`src/design/ssdiv_pkg.sv`:
```
// ----------------------------------------------------------------------------
// ssdiv_pkg
// shared types and constants for the saturating signed divider
// ----------------------------------------------------------------------------
package ssdiv_pkg;

    localparam int DATA_WIDTH = 32;
    localparam int CNT_W      = $clog2(DATA_WIDTH);

    // largest positive value, used when the quotient overflows
    localparam logic [DATA_WIDTH-1:0] QUO_MAX = {1'b0, {(DATA_WIDTH-1){1'b1}}};

    typedef struct packed {
        logic signed [DATA_WIDTH-1:0] dividend;
        logic signed [DATA_WIDTH-1:0] divisor;
    } div_in_t;

    typedef struct packed {
        logic signed [DATA_WIDTH-1:0] quotient;
        logic                         divide_by_zero;
    } div_out_t;

    typedef enum logic [1:0] {
        ST_IDLE,
        ST_DIVIDE,
        ST_FINISH
    } ctrl_state_t;

    // commands from controller to datapath
    typedef struct packed {
        logic load;
        logic step;
        logic finish;
    } ctrl_cmd_t;

    // status from datapath to controller
    typedef struct packed {
        logic last_step;
    } dp_status_t;

endpackage

```
`src/design/ssdiv_ctrl.sv`:
```
// ----------------------------------------------------------------------------
// ssdiv_ctrl
// sequencer: load, one quotient bit per cycle, then sign fix-up
// ----------------------------------------------------------------------------
module ssdiv_ctrl (
    input  logic                   clk,
    input  logic                   rst_n,
    input  logic                   start,
    input  ssdiv_pkg::dp_status_t  status,
    output ssdiv_pkg::ctrl_cmd_t   cmd,
    output logic                   busy
);
    import ssdiv_pkg::*;

    ctrl_state_t state_reg;
    ctrl_state_t state_next;

    always_ff @(posedge clk or negedge rst_n)
    begin
        if (!rst_n)
        begin
            state_reg <= ST_IDLE;
        end
        else
        begin
            state_reg <= state_next;
        end
    end

    // next state
    always_comb
    begin
        state_next = state_reg;
        unique case (state_reg)
            ST_IDLE:
            begin
                if (start)
                begin
                    state_next = ST_DIVIDE;
                end
            end
            ST_DIVIDE:
            begin
                if (status.last_step)
                begin
                    state_next = ST_FINISH;
                end
            end
            ST_FINISH:
            begin
                state_next = ST_IDLE;
            end
            default:
            begin
                state_next = ST_IDLE;
            end
        endcase
    end

    // outputs
    always_comb
    begin
        cmd  = '0;
        busy = 1'b1;
        unique case (state_reg)
            ST_IDLE:
            begin
                busy     = 1'b0;
                cmd.load = start;
            end
            ST_DIVIDE:
            begin
                cmd.step = 1'b1;
            end
            ST_FINISH:
            begin
                cmd.finish = 1'b1;
            end
            default:
            begin
                busy = 1'b1;
            end
        endcase
    end

endmodule

```
`src/design/ssdiv_dp.sv`:
```
// ----------------------------------------------------------------------------
// ssdiv_dp
// radix-2 restoring divider on operand magnitudes with sign and saturation
// ----------------------------------------------------------------------------
module ssdiv_dp (
    input  logic                  clk,
    input  logic                  rst_n,
    input  ssdiv_pkg::ctrl_cmd_t  cmd,
    input  ssdiv_pkg::div_in_t    operands,
    output ssdiv_pkg::dp_status_t status,
    output logic                  done,
    output ssdiv_pkg::div_out_t   result
);
    import ssdiv_pkg::*;

    logic [DATA_WIDTH-1:0] quo_reg, quo_next;
    logic [DATA_WIDTH-1:0] rem_reg, rem_next;
    logic [DATA_WIDTH-1:0] den_reg, den_next;
    logic                  neg_reg, neg_next;
    logic                  zero_reg, zero_next;
    logic [CNT_W-1:0]      cnt_reg, cnt_next;
    logic                  done_reg, done_next;
    div_out_t              result_reg, result_next;

    logic [DATA_WIDTH-1:0] a_u, b_u, a_mag, b_mag;
    logic [DATA_WIDTH:0]   rem_shift, diff;
    logic [DATA_WIDTH-1:0] q_final;

    assign a_u   = operands.dividend;
    assign b_u   = operands.divisor;
    assign a_mag = a_u[DATA_WIDTH-1] ? (~a_u + DATA_WIDTH'(1)) : a_u;
    assign b_mag = b_u[DATA_WIDTH-1] ? (~b_u + DATA_WIDTH'(1)) : b_u;

    // trial subtract of the divisor from the shifted partial remainder
    assign rem_shift = {rem_reg, quo_reg[DATA_WIDTH-1]};
    assign diff      = rem_shift - {1'b0, den_reg};

    // sign fix-up, zero for a zero divisor, saturate only when a positive result overflows
    always_comb
    begin
        priority if (zero_reg)
        begin
            q_final = '0;
        end
        else if (neg_reg)
        begin
            q_final = ~quo_reg + DATA_WIDTH'(1);
        end
        else if (quo_reg[DATA_WIDTH-1])
        begin
            q_final = QUO_MAX;
        end
        else
        begin
            q_final = quo_reg;
        end
    end

    always_comb
    begin
        quo_next    = quo_reg;
        rem_next    = rem_reg;
        den_next    = den_reg;
        neg_next    = neg_reg;
        zero_next   = zero_reg;
        cnt_next    = cnt_reg;
        done_next   = 1'b0;
        result_next = result_reg;
        if (cmd.load)
        begin
            quo_next  = a_mag;
            rem_next  = '0;
            den_next  = b_mag;
            neg_next  = a_u[DATA_WIDTH-1] ^ b_u[DATA_WIDTH-1];
            zero_next = (b_u == '0);
            cnt_next  = '0;
        end
        if (cmd.step)
        begin
            if (!diff[DATA_WIDTH])
            begin
                rem_next = diff[DATA_WIDTH-1:0];
            end
            else
            begin
                rem_next = rem_shift[DATA_WIDTH-1:0];
            end
            quo_next = {quo_reg[DATA_WIDTH-2:0], ~diff[DATA_WIDTH]};
            cnt_next = cnt_reg + CNT_W'(1);
        end
        if (cmd.finish)
        begin
            result_next.quotient       = $signed(q_final);
            result_next.divide_by_zero = zero_reg;
            done_next                  = 1'b1;
        end
    end

    always_ff @(posedge clk or negedge rst_n)
    begin
        if (!rst_n)
        begin
            cnt_reg  <= '0;
            done_reg <= 1'b0;
        end
        else
        begin
            cnt_reg  <= cnt_next;
            done_reg <= done_next;
        end
    end

    always_ff @(posedge clk)
    begin
        quo_reg    <= quo_next;
        rem_reg    <= rem_next;
        den_reg    <= den_next;
        neg_reg    <= neg_next;
        zero_reg   <= zero_next;
        result_reg <= result_next;
    end

    assign status.last_step = (cnt_reg == CNT_W'(DATA_WIDTH - 1));
    assign done             = done_reg;
    assign result           = result_reg;

endmodule

```
`src/design/saturating_signed_divider_32_core.sv`:
```
// ----------------------------------------------------------------------------
// saturating_signed_divider_32_core
// signed divider, quotient truncated toward zero, saturating, zero-divisor flag
// ----------------------------------------------------------------------------
//  channel   handshake               payload
//  input     start (taken if !busy)  operands : dividend, divisor
//  output    done strobe, one cycle  result   : quotient, divide_by_zero
//
//  the accepting edge loads the operands; the item then runs DATA_WIDTH
//  subtract/shift steps, one per quotient bit, a sign fix-up step, then
//  the result cycle
//  busy is low again while the result is shown, so the next item can be taken
//  in that cycle; the receiver cannot stall, done marks the result for one cycle only
//  reset clears the sequencer, bit counter and strobe; payload is not reset
// ----------------------------------------------------------------------------
module saturating_signed_divider_32_core (
    input  logic                clk,
    input  logic                rst_n,
    input  logic                start,
    input  ssdiv_pkg::div_in_t  operands,
    output logic                busy,
    output logic                done,
    output ssdiv_pkg::div_out_t result
);
    import ssdiv_pkg::*;

    ctrl_cmd_t  cmd;
    dp_status_t status;

    // sequencer
    ssdiv_ctrl u_ctrl (
        .clk    (clk),
        .rst_n  (rst_n),
        .start  (start),
        .status (status),
        .cmd    (cmd),
        .busy   (busy)
    );

    // magnitude divider, sign and saturation
    ssdiv_dp u_dp (
        .clk      (clk),
        .rst_n    (rst_n),
        .cmd      (cmd),
        .operands (operands),
        .status   (status),
        .done     (done),
        .result   (result)
    );

    // result shows only once the sequencer is back in idle
    a_done_idle: assert property (@(posedge clk) disable iff (!rst_n)
        done |-> !busy)
        else $error("result strobe while busy");

    // an accepted item makes the block busy at once
    a_accept_busy: assert property (@(posedge clk) disable iff (!rst_n)
        (start && !busy) |=> busy)
        else $error("item accepted but block not busy");

    // never two results in a row
    a_single_strobe: assert property (@(posedge clk) disable iff (!rst_n)
        done |=> !done)
        else $error("result strobe longer than one cycle");

    // zero divisor forces a zero quotient
    a_zero_quotient: assert property (@(posedge clk) disable iff (!rst_n)
        (done && result.divide_by_zero) |-> (result.quotient == '0))
        else $error("zero divisor with nonzero quotient");

endmodule

```
`config.mk`:
```
export PLATFORM = sky130hd
export DESIGN_NAME = saturating_signed_divider_32_core
export DESIGN_NICKNAME = d
export VERILOG_FILES = /design/src/design/ssdiv_pkg.sv /design/src/design/ssdiv_ctrl.sv /design/src/design/ssdiv_dp.sv /design/src/design/saturating_signed_divider_32_core.sv
export SDC_FILE = /design/constraint.sdc
export NUM_CORES = 1
export LEC_CHECK = 0
export ABC_AREA = 1
export ABC_CLOCK_PERIOD_IN_PS = 4100
export BUFFER_PORTS_ARGS = -buffer_cell sky130_fd_sc_hd__clkbuf_2
export CAP_MARGIN = 30
export CORE_MARGIN = 2
export CORE_UTILIZATION = 35
export CTS_CLUSTER_DIAMETER = 150
export DETAILED_ROUTE_END_ITERATION = 12
export HOLD_SLACK_MARGIN = 0.03
export SLEW_MARGIN = 0
export SYNTH_ARGS = -nofsm -noshare
export SYNTH_HDL_FRONTEND = slang
export SYNTH_SLANG_ARGS = --single-unit
```
`constraint.sdc`:
```
create_clock -name clk -period 4.1 [get_ports clk]
set_input_delay 0.41 -clock clk [delete_from_list [all_inputs] [get_ports clk]]
set_output_delay 0.41 -clock clk [all_outputs]
set_load 0.02 [all_outputs]
```
# After elaboration in Yosys (flattened, before gate mapping)
# Index checks and enable logic that the tools add are counted.
# Widths: inputs -> output; s select.
# classes
add_sub_neg,5
n_eq_ne,5
mux,19
bitwise_logic,5
reduce_logical,4
# op_table
cell,count
$mux 32,7
$add 32x1->32 const B,3
$not 32->32,3
$mux 31,2
$sub 33x32->33,1
$logic_not 32->1,1
$mux 5,2
$add 5x1->5 const B,1
$eq 5x5->1 const B,1
$mux 1,5
$mux 2,2
$ne 2x2->1 const B,2
$pmux 2 s2,1
$eq 2x1->1 const B,1
$eq 2x2->1 const B,1
$logic_not 2->1,1
$reduce_and 2->1,1
$reduce_bool 2->1,1
$not 1->1,1
$xor 1x1->1,1
# totals
regBits,139
input_bits,67
elab_cells,49

# Logic depth before layout (Yosys ltp)
# Gate-level depths: netlist (run 1).
# logic_depth
ltp_word,5
ltp_mapped,18
mapped_depth_nobuf,17

# Cells and area by module
# A second synthesis (run 1) with hierarchy kept.
# unflattened
hier_cells,1560
area_unflattened_um2,10774.1
# modules_own_cells
mod,n_inst,cells_each,area_each_um2,seq_area_each_um2
ssdiv_dp,1,1545,10667.7,4083.9
ssdiv_ctrl,1,15,106.4,50.0

# Worst setup path before layout (run 1)
# OpenSTA, ideal clock, no wires.
# synth_path
path_kind,register to register
from,register u_ctrl.state_reg[0]
to,"register u_dp.quo_reg[0], enable pin"
setup_time_ps,419
arrival_ps,3735
t_required_ps,3681
setup_slack_ps,-54
path_stages_with_launch,6
path_buffers,0
period_less_slack_ps,4154
cell_sequence,dfrtp_1 nor2_1 inv_1 nor2_1 nor2_1 inv_1
# synth_rtl
item,line_no,text
from (decl),ssdiv_ctrl.sv:15,ctrl_state_t state_reg;
from (signal assigned),ssdiv_ctrl.sv:26,state_reg <= state_next;
to (signal assigned),ssdiv_dp.sv:115,quo_reg <= quo_next;
to (decl),ssdiv_dp.sv:16,"logic [DATA_WIDTH-1:0] quo_reg, quo_next;"

# Worst setup path in the final report (run 1)
# layout_path
from,register u_dp.quo_reg[31]
to,"register u_dp.rem_reg[11], data pin"
# layout_between
elab_chain_len,3
# layout_rtl
item,line_no,text
$sub 33x32->33,ssdiv_dp.sv:36,"assign diff = rem_shift - {1'b0, den_reg};"
$mux 32,ssdiv_dp.sv:80,if (!diff[DATA_WIDTH])
$mux 32,ssdiv_dp.sv:78,if (cmd.step)
to (signal assigned),ssdiv_dp.sv:116,rem_reg <= rem_next;
to (decl),ssdiv_dp.sv:17,"logic [DATA_WIDTH-1:0] rem_reg, rem_next;"
# No other way between the ends.
# A chain may end at the register's enable or synchronous reset.

==> results of run 1 <==
[power by group through the flow]
stage	Combinational, W	Clock [W]	Sequential [W]
6_report	0.00487	0.00156	0.00270
3_5_place_dp	0.00485	0	0.00272
3_3_place_gp	0.00478	0	0.00272
4_1_cts	0.00489	0.00160	0.00270
2_1_floorplan	0.00395	0	0.00260
5_1_grt	0.00560	0.00165	0.00275
[final cells by class]
| cell class | instances | area share [%] |
|---|---|---|
| Inverter | 267 | 8.09 |
| Timing Repair Buffer | 108 | 4.72 |
| Sequential cell | 139 | 33.4 |
| Multi-Input combinational cell | 1096 | 45.1 |
| Clock buffer | 17 | 3.43 |
| Clock inverter | 15 | 1.31 |
| Tap cell | 396 | 4.00 |
[critical path: stages, from the launching register on]
cell and delay, ps:
sky130_fd_sc_hd__edfxtp_1 370, sky130_fd_sc_hd__inv_1 110, sky130_fd_sc_hd__ha_1 230, sky130_fd_sc_hd__fa_1 390, sky130_fd_sc_hd__inv_1 90, sky130_fd_sc_hd__nand2_1 60, sky130_fd_sc_hd__nand2_1 110, sky130_fd_sc_hd__nand3_2 100
sky130_fd_sc_hd__nand2_4 110, sky130_fd_sc_hd__nand2_4 50, sky130_fd_sc_hd__nand2_4 60, sky130_fd_sc_hd__nand2_4 60, sky130_fd_sc_hd__nand2_4 60, sky130_fd_sc_hd__nand2_2 70, sky130_fd_sc_hd__nand2_4 380, sky130_fd_sc_hd__nand2_2 80
sky130_fd_sc_hd__nand2_1 90, sky130_fd_sc_hd__nor2_2 40
[path summary, 6_finish.rpt]
kind | startpoint | endpoint | slack (ps) | cells after the start
worst max-delay path | u_dp.quo_reg[31] | u_dp.rem_reg[11] | 1370 | 17
worst min-delay path | operands[0] | u_dp.den_reg[0] | 240 | 1
worst max register to register | u_dp.quo_reg[31] | u_dp.rem_reg[11] | 1370 | 17
worst min register to register | u_dp.cnt_reg[4] | u_dp.cnt_reg[4] | 510 | 1
max in group asynchronous | rst_n | u_dp.cnt_reg[2] | 3570 | 2
min in group asynchronous | rst_n | u_dp.done | 350 | 2
[cell usage after synthesis, drive strengths merged (2+ instances only)]
cell type,n,share of area (%)
nand2,476,17
inv,265,9.1
nor2,223,9.0
edfxtp,131,36
nand3,91,4.3
o21ai,73,3.4
xor2,52,4.2
ha,37,4.2
a21oi,36,1.8
nand4,29,1.7
a31oi,20,1.1
clkbuf,20,0.69
nor3,15,0.69
buf,12,1.1
xnor2,9,0.72
dfrtp,8,1.8
nand3b,8,0.55
nor4,4,0.23
a211oi,3,0.21
o211ai,3,0.21
o21bai,3,0.21
a21o,2,0.14
a22o,2,0.16
clkinv,2,0.069
nor3b,2,0.14
o22ai,2,0.11
[per-stage QoR]
stage / hold WS (ps) / std cells / util, %
6_report: 240 / 2038 / 40.5
4_1_cts: 215 / 2038 / 40.5
3_5_place_dp: 269 / 2005 / 38.6
5_1_grt: 209 / 2038 / 40.5
2_1_floorplan: 114 / 1534 / -
3_3_place_gp: 268 / 2004 / 38.5
[logic make-up after synthesis]
kind of cell,Yosys count,share of synthesized area [%]
xor+xnor,61,4.90
compound gates,146,7.55
fa+ha+maj,38,4.43
flops,139,37.9
buf+inv,299,11.0
simple gates,851,34.2
[routing by layer]
layer | vias up | routed length (um) | share of wire (%) | GRT usage, %
met4 | 0 | 459 | 1.6 | 5.26
met2 | 239 | 13300 | 45 | 29.4
met5 | - | 0 | 0 | 0
met1 | 4359 | 14300 | 49 | 26.1
met3 | 31 | 1170 | 4.0 | 2.45
li1 | 5084 | - | - | -
==> impl_metrics.csv, run 1 <==
group,metric,value,unit
cts,cts-buffers-inserted,17,
sta,min_period_over_period,66.6,%
place,detailed_place_hpwl,22900,um
place,globalplace.congestion,0.934,
power,power.combinational.fraction,53.3,%
global_route,global_route_wire_length_before_repair,48000,um
synth,synth_warnings,0,
routing,firstDrtPassIters,5,
global_route,grt_max_degree,74,
cts,root_buffer,"sky130_fd_sc_hd__clkbuf_16",
cts,cts_resized,0,
critical_path,critPathMaxFanout,30,
critical_path,worst_ep_required_time,4290,ps
global_route,overflow,0,
sta,grt_setup_unrepaired,"no",
synth,syn_avg_cell_area,7.10,sq um
cts,ctsHoldBuffers,1,
die,row_count,64,
global_route,first_global_vias,9090,
routing,vias_per_cell,4.77,
finish,layout_commonest_cell,"sky130_fd_sc_hd__nand2_1",
synth,syn_inst,1534,
sta,finalHoldViolations,0,
flow_run,timing.max_cap.violations,0,
synth,synth_sequential_area_ratio,37.9,%
cts,cts_setup_buffers,0,
critical_path,critical_path_class,"flip-flop to flip-flop",
synth,yosys_register_bits,139,
die,floorplan.core_area,0.0306,sq mm
finish,multi_input_area,0.00559,sq mm
finish,area_growth,13.8,%
finish,ant_diodes,0,
die,chipWidth,180,um
place,worst_slack_at_placement,1370,ps
sta,setup_violations,0,
finish,largest_register_ff_count,33,
synth,post_synth_instance_area,0.0109,sq mm
global_route,grt_antenna_before_repair,0,
critical_path,startpoint_type,"flip-flop",
die,fp.dieArea,0.0326,sq mm
cts,clk_pin_slew,70,ps
die,floorplan.die.height,180,um
power,swShare,46.8,%
sta,maxSlewViolCount,0,
synth,ys.flop_type,"sky130_fd_sc_hd__edfxtp_1",
finish,final.fill_count,3191,
cts,cts_tree,"built",
routing,remaining_number_of_nets_flagged_by_the_antenna_check_after_routing,0,
critical_path,data_arrival_critical_path,2920,ps
synth,synth_enable_flop_cells,131,
routing,drt-initial-drc-count,628,
power,power_frac_seq,29.6,%
place,number_of_buffer_cells_added_on_primary_ports,101,
sta,postLayoutSetupSlackWorst,1370,ps
worst_hold_path,hold_path_class,"input port to flip-flop",
die,io-pin-count,102,
routing,drt-total-wl,29200,um
power,power.switching,0.00427,W
routing,drc_violation_count_after_routing,0,
cts,cts_max_level,4,
synth,synth_fp_nets,1639,
sta,timing.fmax,366,MHz
cts,clock_sink_count,139,
routing,post_drt_wl_per_cell,14.3,um
place,dpl-instance-area,0.0118,sq mm
power,fraction_of_power_consumed_by_the_clock_network,17.0,%
die,floorplan.initialDensity,35.6,%
cts,clk-insertion-delay-late,440,ps
sta,timing.max_slew.rel_slack,49.2,%
status,outcome,"finished clean",
global_route,grt_util_overall,18.4,%
finish,drive_above_1_share,14.3,%
synth,synth_cell_type_count,46,
cts,longest_clk_path_bufs,2,
routing,vias,9713,
sta,finalClockSkew,18.5,ps
sta,fin_tns_setup,0,ps
power,report.power.total,0.00913,W
finish,final-seq-area,0.00413,sq mm
finish,final_cell_mix,"sky130_fd_sc_hd__nand2_1 (445), sky130_fd_sc_hd__inv_1 (256), sky130_fd_sc_hd__nor2_1 (174)",
finish,nets,1734,
finish,postLayoutCellArea,0.0124,sq mm
sta,period_minus_slack,2730,ps
synth,async_reset_ff_share,5.76,%
power,intPower,0.00486,W
power,pwr_density_cell,737,mW/mm^2
power,pleak,6.19,nW
critical_path,worstSetupEndpointType,"flip-flop",
sta,transition_time_at_the_pin_with_the_least_slew_margin,763,ps
power,worst_ir_drop_vdd,0.565,mV
(Power assumes the default switching activity.)
==> run 2, diff against run 1 <==
Settings changed: ABC_CLOCK_PERIOD_IN_PS 4100 to 2700.
Clock period 4.1 ns to 2.7 ns, I/O delays scaled along.
==> run 2 against run 1 <==
Net effect: first-iteration DRC count rose by 28%; maximum frequency increased by 9.7%; clock power up 62%; critical path depth grew 1; cell count is 1.1% higher; worst setup slack lost 1200 ps; sequential power is 52% higher; via count increased by 3.4%; critical path type unchanged; largest cell class unchanged; largest power group unchanged.
==> impl_metrics.csv, run 2 (synthesized netlist as in run 1, its figures left out) <==
group,metric,value,unit
power,worst_ir_drop_vdd,0.528,mV
sta,timing.max_slew.rel_slack,49.9,%
critical_path,worstSetupEndpointType,"flip-flop",
sta,period_minus_slack,2490,ps
critical_path,worst_ep_required_time,2880,ps
finish,final.fill_count,3181,
routing,post_drt_wl_per_cell,15.1,um
critical_path,worst_r2r_path_depth,18,
flow_run,timing.max_cap.violations,0,
finish,layout_commonest_cell,"sky130_fd_sc_hd__nand2_1",
critical_path,critPathMaxFanout,9,
finish,largest_register_ff_count,33,
die,floorplan.initialDensity,35.6,%
critical_path,critical_path.slowest_cell,"sky130_fd_sc_hd__fa_1",
die,chipWidth,180,um
finish,area_growth,15.9,%
routing,drt-total-wl,31200,um
worst_hold_path,min_to,"u_dp.den_reg[0]",
critical_path,crit_path_cell_trace,"inv_1, ha_1, fa_1, inv_1, nand2_1, nand2_2, nand3_2, nand2_4, nand2_4, nand2_4, nand2_4, nand2_4, nand2_2, nand2_8, buf_4, nand2_2, nand2_2, nor2_2",
global_route,global_route_wire_length_before_repair,50300,um
routing,vias,10000,
place,detailed_place_hpwl,25200,um
global_route,first_global_vias,9619,
critical_path,data_arrival_critical_path,2680,ps
die,io-pin-count,102,
power,pwr_density_cell,1150,mW/mm^2
cts,cts_max_level,4,
critical_path,crit_path_most_repeated_cell,"sky130_fd_sc_hd__nand2_4",
cts,cts-buffers-inserted,17,
die,fp.dieArea,0.0326,sq mm
finish,drive_above_1_share,15.6,%
routing,drt-initial-drc-count,802,
cts,longest_clk_path_bufs,2,
place,globalplace.congestion,0.932,
sta,setup_violations,0,
status,outcome,"finished clean",
global_route,grt_max_degree,39,
sta,timing.fmax,401,MHz
global_route,gr-usage-met2,30.9,%
die,floorplan.die.height,180,um
die,floorplan.core_area,0.0306,sq mm
sta,transition_time_at_the_pin_with_the_least_slew_margin,751,ps
finish,nets,1756,
cts,clock_sink_count,139,
sta,grt_setup_unrepaired,"no",
place,placed_cell_count,2021,
worst_hold_path,hold_path.startpoint,"operands[0]",
routing,remaining_number_of_nets_flagged_by_the_antenna_check_after_routing,0,
die,row_count,64,
finish,final_cell_count_no_fill,2061,
sta,finalHoldViolations,0,
worst_hold_path,min_path_cells,1,
critical_path,ff2ff_setup_slack,210,ps
routing,vias_per_cell,4.88,
sta,finalHoldWorstSlack,68.7,ps
power,pleak,6.32,nW
cts,clk-insertion-delay-late,430,ps
critical_path,startpoint_type,"flip-flop",
worst_hold_path,hold_path_class,"input port to flip-flop",
cts,clk_pin_slew,60,ps
critical_path,crit_path_max_incr_delay,390,ps
global_route,overflow,0,
cts,cts_tree,"built",
routing,drc_violation_count_after_routing,0,
sta,fin_tns_setup,0,ps
routing,firstDrtPassIters,6,
finish,final_cell_mix,"sky130_fd_sc_hd__nand2_1 (444), sky130_fd_sc_hd__inv_1 (256), sky130_fd_sc_hd__nor2_1 (174)",
global_route,grtUsageMet1,26.2,%
critical_path,ff_to_ff_end,"u_dp.rem_reg[0]",
global_route,grt.busiest_layer,"met2",
critical_path,critical_path_class,"flip-flop to flip-flop",
finish,finalCoreUtilization,41.3,%
sta,min_period_over_period,92.3,%
critical_path,worst_r2r_startpoint,"u_dp.quo_reg[31]",
place,number_of_buffer_cells_added_on_primary_ports,101,
global_route,grt_antenna_before_repair,1,
cts,root_buffer,"sky130_fd_sc_hd__clkbuf_16",
global_route,grt_util_overall,19.3,%
global_route,met3_use_gr,3.76,%
sta,maxSlewViolCount,0,
sta,finalClockSkew,14.3,ps
-- run 2: layout make-up --
| class | count | area, sq um | share of cell area, % |
|---|---|---|---|
| clock inverters | 14 | 195 | 1.55 |
| diodes | 1 | 2.50 | 0.0198 |
| well taps | 396 | 495 | 3.92 |
| multi-input cells | 1096 | 5620 | 44.5 |
| flip-flops and latches | 139 | 4130 | 32.7 |
| clock buffers | 18 | 439 | 3.48 |
| repair buffers | 130 | 738 | 5.85 |
| inverters | 267 | 1010 | 7.97 |
-- run 2: metal layers --
layer  vias up  wire [um]  part of all wire, %
met5         -          0                    0
met2       327      14100                   45
met1      4559      14300                   46
met4         0        836                  2.7
met3        47       1990                  6.4
li1       5115          -                    -
-- run 2: power by group --
group	switching, W	leakage (nW)	internal [W]
Combinational	0.00524	4.63	0.00271
Sequential	0.000540	1.38	0.00356
Clock	0.000946	0.310	0.00157
-- run 2: through the flow --
step / total power (W) / instance area [sq um] / setup slack [ps]
global route: 0.0158 / 12600 / 6.20
floorplan: 0.00995 / 10900 / 154
global placement: 0.0117 / 11900 / 214
finish: 0.0146 / 12600 / 209
detailed placement: 0.0118 / 11900 / 125
CTS: 0.0144 / 12600 / 87.0
-- run 2: worst max-delay path by stage --
stage / cells after the start / start / slack, ps / endpoint
2_1_floorplan: 5 / u_ctrl.state_reg[0] / 150 / u_dp.quo_reg[0]
3_3_place_gp: 18 / u_dp.quo_reg[31] / 210 / u_dp.rem_reg[8]
3_5_place_dp: 17 / u_dp.quo_reg[31] / 120 / u_dp.rem_reg[28]
4_1_cts: 17 / u_dp.quo_reg[31] / 90 / u_dp.rem_reg[28]
5_1_grt: 18 / u_dp.quo_reg[31] / 6 / u_dp.rem_reg[6]
6_report: 18 / u_dp.quo_reg[31] / 210 / u_dp.rem_reg[0]
-- run 2: critical path, delay by kind of cell (launching register included) --
kind,cells,cell delay (ps)
flops,1,350
simple gates,13,990
fa+ha+maj,2,590
buf+inv,3,310
-- run 2: what timing repair did --
action / CTS / global route
setup endpoints to repair: 0 / 29
resized for setup: 0 / 5
hold endpoints to repair: 8 / 0
hold buffers: 1 / 0
buffers inserted: 0 / 6
==> run 3, diff against run 2 <==
Settings changed: ABC_AREA 1 to default, PLACE_DENSITY from default to 0.6.
==> run 3 against run 2 <==
Net effect: the run now ends with setup timing left; global-route usage is 1.9 points lower; critical path type unchanged; highest routed layer unchanged; clock-buffer cell count fell by 1; combinational power decreased by 2.9%; largest cell class unchanged; wire length fell by 24%.
==> impl_metrics.csv, run 3 <==
group,metric,value,unit
status,outcome,"finished, violations left",
status,violated_checks,"setup timing",
place,globalplace.congestion,0.818,
flow_run,timing.max_cap.violations,0,
routing,drc_violation_count_after_routing,0,
worst_hold_path,hold_path.startpoint,"operands[27]",
finish,multi_input_area,0.00504,sq mm
die,floorplan.core_area,0.0258,sq mm
sta,setup_violations,38,
finish,final.fill_count,2424,
critical_path,startpoint_type,"flip-flop",
critical_path,data_arrival_critical_path,3250,ps
cts,clock_sink_count,139,
synth,synth_enable_flop_cells,131,
sta,finalClockSkew,12.5,ps
finish,area_growth,35.4,%
finish,ant_diodes,0,
synth,synth_largest_type_area_fraction,43.0,%
sta,period_minus_slack,3090,ps
critical_path,ff2ff_setup_slack,-390,ps
finish,final-seq-area,0.00413,sq mm
die,fp.dieArea,0.0274,sq mm
synth,synth.most_common_cell,"sky130_fd_sc_hd__edfxtp_1",
global_route,overflow,0,
finish,nets,1311,
routing,drt-initial-drc-count,428,
power,pleak,5.24,nW
die,floorplan.initialDensity,35.4,%
critical_path,worst_r2r_path_depth,13,
synth,yosys-top-cells-count,"sky130_fd_sc_hd__edfxtp_1 (131), sky130_fd_sc_hd__nand2_1 (99), sky130_fd_sc_hd__nor2_1 (98), sky130_fd_sc_hd__o21ai_0 (67), sky130_fd_sc_hd__inv_1 (59)",
sta,maxSlewViolCount,0,
synth,post_synth_instance_area,0.00915,sq mm
critical_path,crit_path_max_incr_delay,420,ps
critical_path,critPathMaxFanout,8,
cts,cts_max_level,4,
cts,root_buffer,"sky130_fd_sc_hd__clkbuf_16",
worst_hold_path,hold_path_class,"input port to flip-flop",
cts,clk-insertion-delay-late,440,ps
global_route,global_route_wire_length_before_repair,39100,um
synth,synth_fp_nets,1054,
global_route,first_global_vias,7736,
power,worst_ir_drop_vdd,0.526,mV
power,pwr_density_cell,1140,mW/mm^2
worst_hold_path,min_to,"u_dp.den_reg[27]",
critical_path,crit_path_cell_trace,"ha_4, fa_2, nor2b_4, o211ai_1, a31oi_2, a21oi_2, a2111oi_4, o221ai_2, xor2_4, buf_12, buf_12, mux2i_1, nor2_1",
finish,drive_above_1_share,32.6,%
synth,ys.flop_type,"sky130_fd_sc_hd__edfxtp_1",
critical_path,critical_path_class,"flip-flop to flip-flop",
finish,layout_commonest_cell,"sky130_fd_sc_hd__buf_4",
routing,post_drt_wl_per_cell,15.2,um
global_route,grt_util_overall,17.4,%
place,number_of_buffer_cells_added_on_primary_ports,101,
cts,cts_tree,"built",
routing,vias_per_cell,5.10,
synth,synth_sequential_area_ratio,45.2,%
power,report.power.total,0.0141,W
critical_path,crit_path_most_repeated_cell,"sky130_fd_sc_hd__buf_12",
critical_path,cp_num_buf_inv,2,
routing,vias,7932,
die,row_count,59,
sta,timing.max_slew.rel_slack,32.5,%
synth,async_reset_ff_share,5.76,%
cts,longest_clk_path_bufs,2,
synth,syn_avg_cell_area,9.64,sq um
critical_path,ff_to_ff_end,"u_dp.rem_reg[17]",
die,chipWidth,166,um
critical_path,worstSetupEndpointType,"flip-flop",
finish,final_cell_mix,"sky130_fd_sc_hd__buf_4 (169), sky130_fd_sc_hd__edfxtp_1 (131), sky130_fd_sc_hd__clkbuf_2 (100)",
synth,synthTopCellsByArea,"sky130_fd_sc_hd__edfxtp_1 (43%), sky130_fd_sc_hd__xnor2_1 (5.3%), sky130_fd_sc_hd__ha_1 (5.1%), sky130_fd_sc_hd__nand2_1 (4.1%), sky130_fd_sc_hd__nor2_1 (4.0%)",
place,worst_slack_at_placement,-639,ps
routing,firstDrtPassIters,5,
critical_path,worst_ep_required_time,2860,ps
critical_path,critical_path.slowest_cell,"sky130_fd_sc_hd__edfxtp_1",
global_route,grt_antenna_before_repair,0,
die,io-pin-count,102,
routing,remaining_number_of_nets_flagged_by_the_antenna_check_after_routing,0,
critical_path,worst_r2r_startpoint,"u_dp.den_reg[0]",
cts,cts-buffers-inserted,17,
worst_hold_path,min_path_cells,2,
critical_path,cp_top_family,"compound AO/OA/AOI/OAI gates",
sta,finalHoldViolations,0,
finish,largest_register_ff_count,33,
routing,drt-total-wl,23600,um
place,detailed_place_hpwl,17400,um
synth,synth_top_area_cell,"sky130_fd_sc_hd__edfxtp_1",
global_route,grt_max_degree,67,
synth,synth_cell_type_count,65,
synth,yosys_register_bits,139,
synth,synth_warnings,0,
sta,timing.fmax,324,MHz
sta,min_period_over_period,114,%
cts,clk_pin_slew,70,ps
sta,postLayoutSetupSlackWorst,-389,ps
sta,transition_time_at_the_pin_with_the_least_slew_margin,1010,ps
die,floorplan.die.height,166,um
sta,grt_setup_unrepaired,"yes",
synth,syn_inst,949,
run 3: worst max-delay path by stage:
stage	startpoint	to	slack [ps]	cells after the start
floorplan	u_dp.quo_reg[31]	u_dp.rem_reg[6]	-350	13
global placement	u_dp.den_reg[0]	u_dp.rem_reg[21]	-540	12
detailed placement	u_dp.den_reg[0]	u_dp.rem_reg[22]	-640	12
CTS	u_dp.den_reg[0]	u_dp.rem_reg[2]	-400	13
global route	u_dp.den_reg[0]	u_dp.rem_reg[28]	-580	13
finish	u_dp.den_reg[0]	u_dp.rem_reg[17]	-390	13
run 3: layout make-up:
cell class                      instances  share of cell area (%)
Clock buffer                           17                    3.43
Clock inverter                         15                    1.25
Inverter                               60                    1.82
Multi-Input combinational cell        706                    40.7
Sequential cell                       139                    33.4
Tap cell                              335                    3.38
Timing Repair Buffer                  282                    16.1
run 3: kinds of logic after synthesis:
logic type	synth area share, %
AND/OR/NAND/NOR	16.5
AO/OA/AOI/OAI	17.0
flip-flops	45.2
buffers and inverters	4.39
XOR/XNOR	8.52
adder cells (fa/ha/maj)	5.28
multiplexers	3.06
run 3: power breakdown:
group          switching, W  internal [W]  leakage, nW
logic               0.00391       0.00381         3.56
clock network       0.00105       0.00130        0.279
registers          0.000541       0.00350         1.40
run 3: metrics by stage:
stage	TNS, ps	cells	utilization [%]	hold slack [ps]	area, sq um
6_report	-11680	1554	47.9	159	12400
5_1_grt	-18330	1554	47.9	160	12400
4_1_cts	-12750	1547	47.0	147	12100
3_5_place_dp	-25920	1506	44.1	125	11400
3_3_place_gp	-21960	1506	44.1	125	11400
2_1_floorplan	-13320	949	-	-25.6	9300
run 3: worst register-to-register path, stage by stage, from the launching register on:
cell                        delay (ps)
sky130_fd_sc_hd__edfxtp_1          420
sky130_fd_sc_hd__ha_4              190
sky130_fd_sc_hd__fa_2              360
sky130_fd_sc_hd__nor2b_4           130
sky130_fd_sc_hd__o211ai_1          120
sky130_fd_sc_hd__a31oi_2           200
sky130_fd_sc_hd__a21oi_2           120
sky130_fd_sc_hd__a2111oi_4         340
sky130_fd_sc_hd__o221ai_2          190
sky130_fd_sc_hd__xor2_4            210
sky130_fd_sc_hd__buf_12            150
sky130_fd_sc_hd__buf_12            140
sky130_fd_sc_hd__mux2i_1           190
sky130_fd_sc_hd__nor2_1             50
run 3: what timing repair did:
item,CTS,global route
gates cloned,1,1
buffers inserted,7,7
hold endpoints to repair,8,0
setup endpoints to repair,44,54
hold buffers,1,0
gates resized for setup,16,35
pin swaps,15,13
run 3: routing by layer:
layer	wire [um]	up-vias	part of all wire (%)	GRT usage [%]
met5	0	-	0	0
met4	516	0	2.2	6.05
met3	773	37	3.3	2.49
li1	-	4000	-	-
met2	11000	178	47	28.2
met1	11300	3717	48	24.0
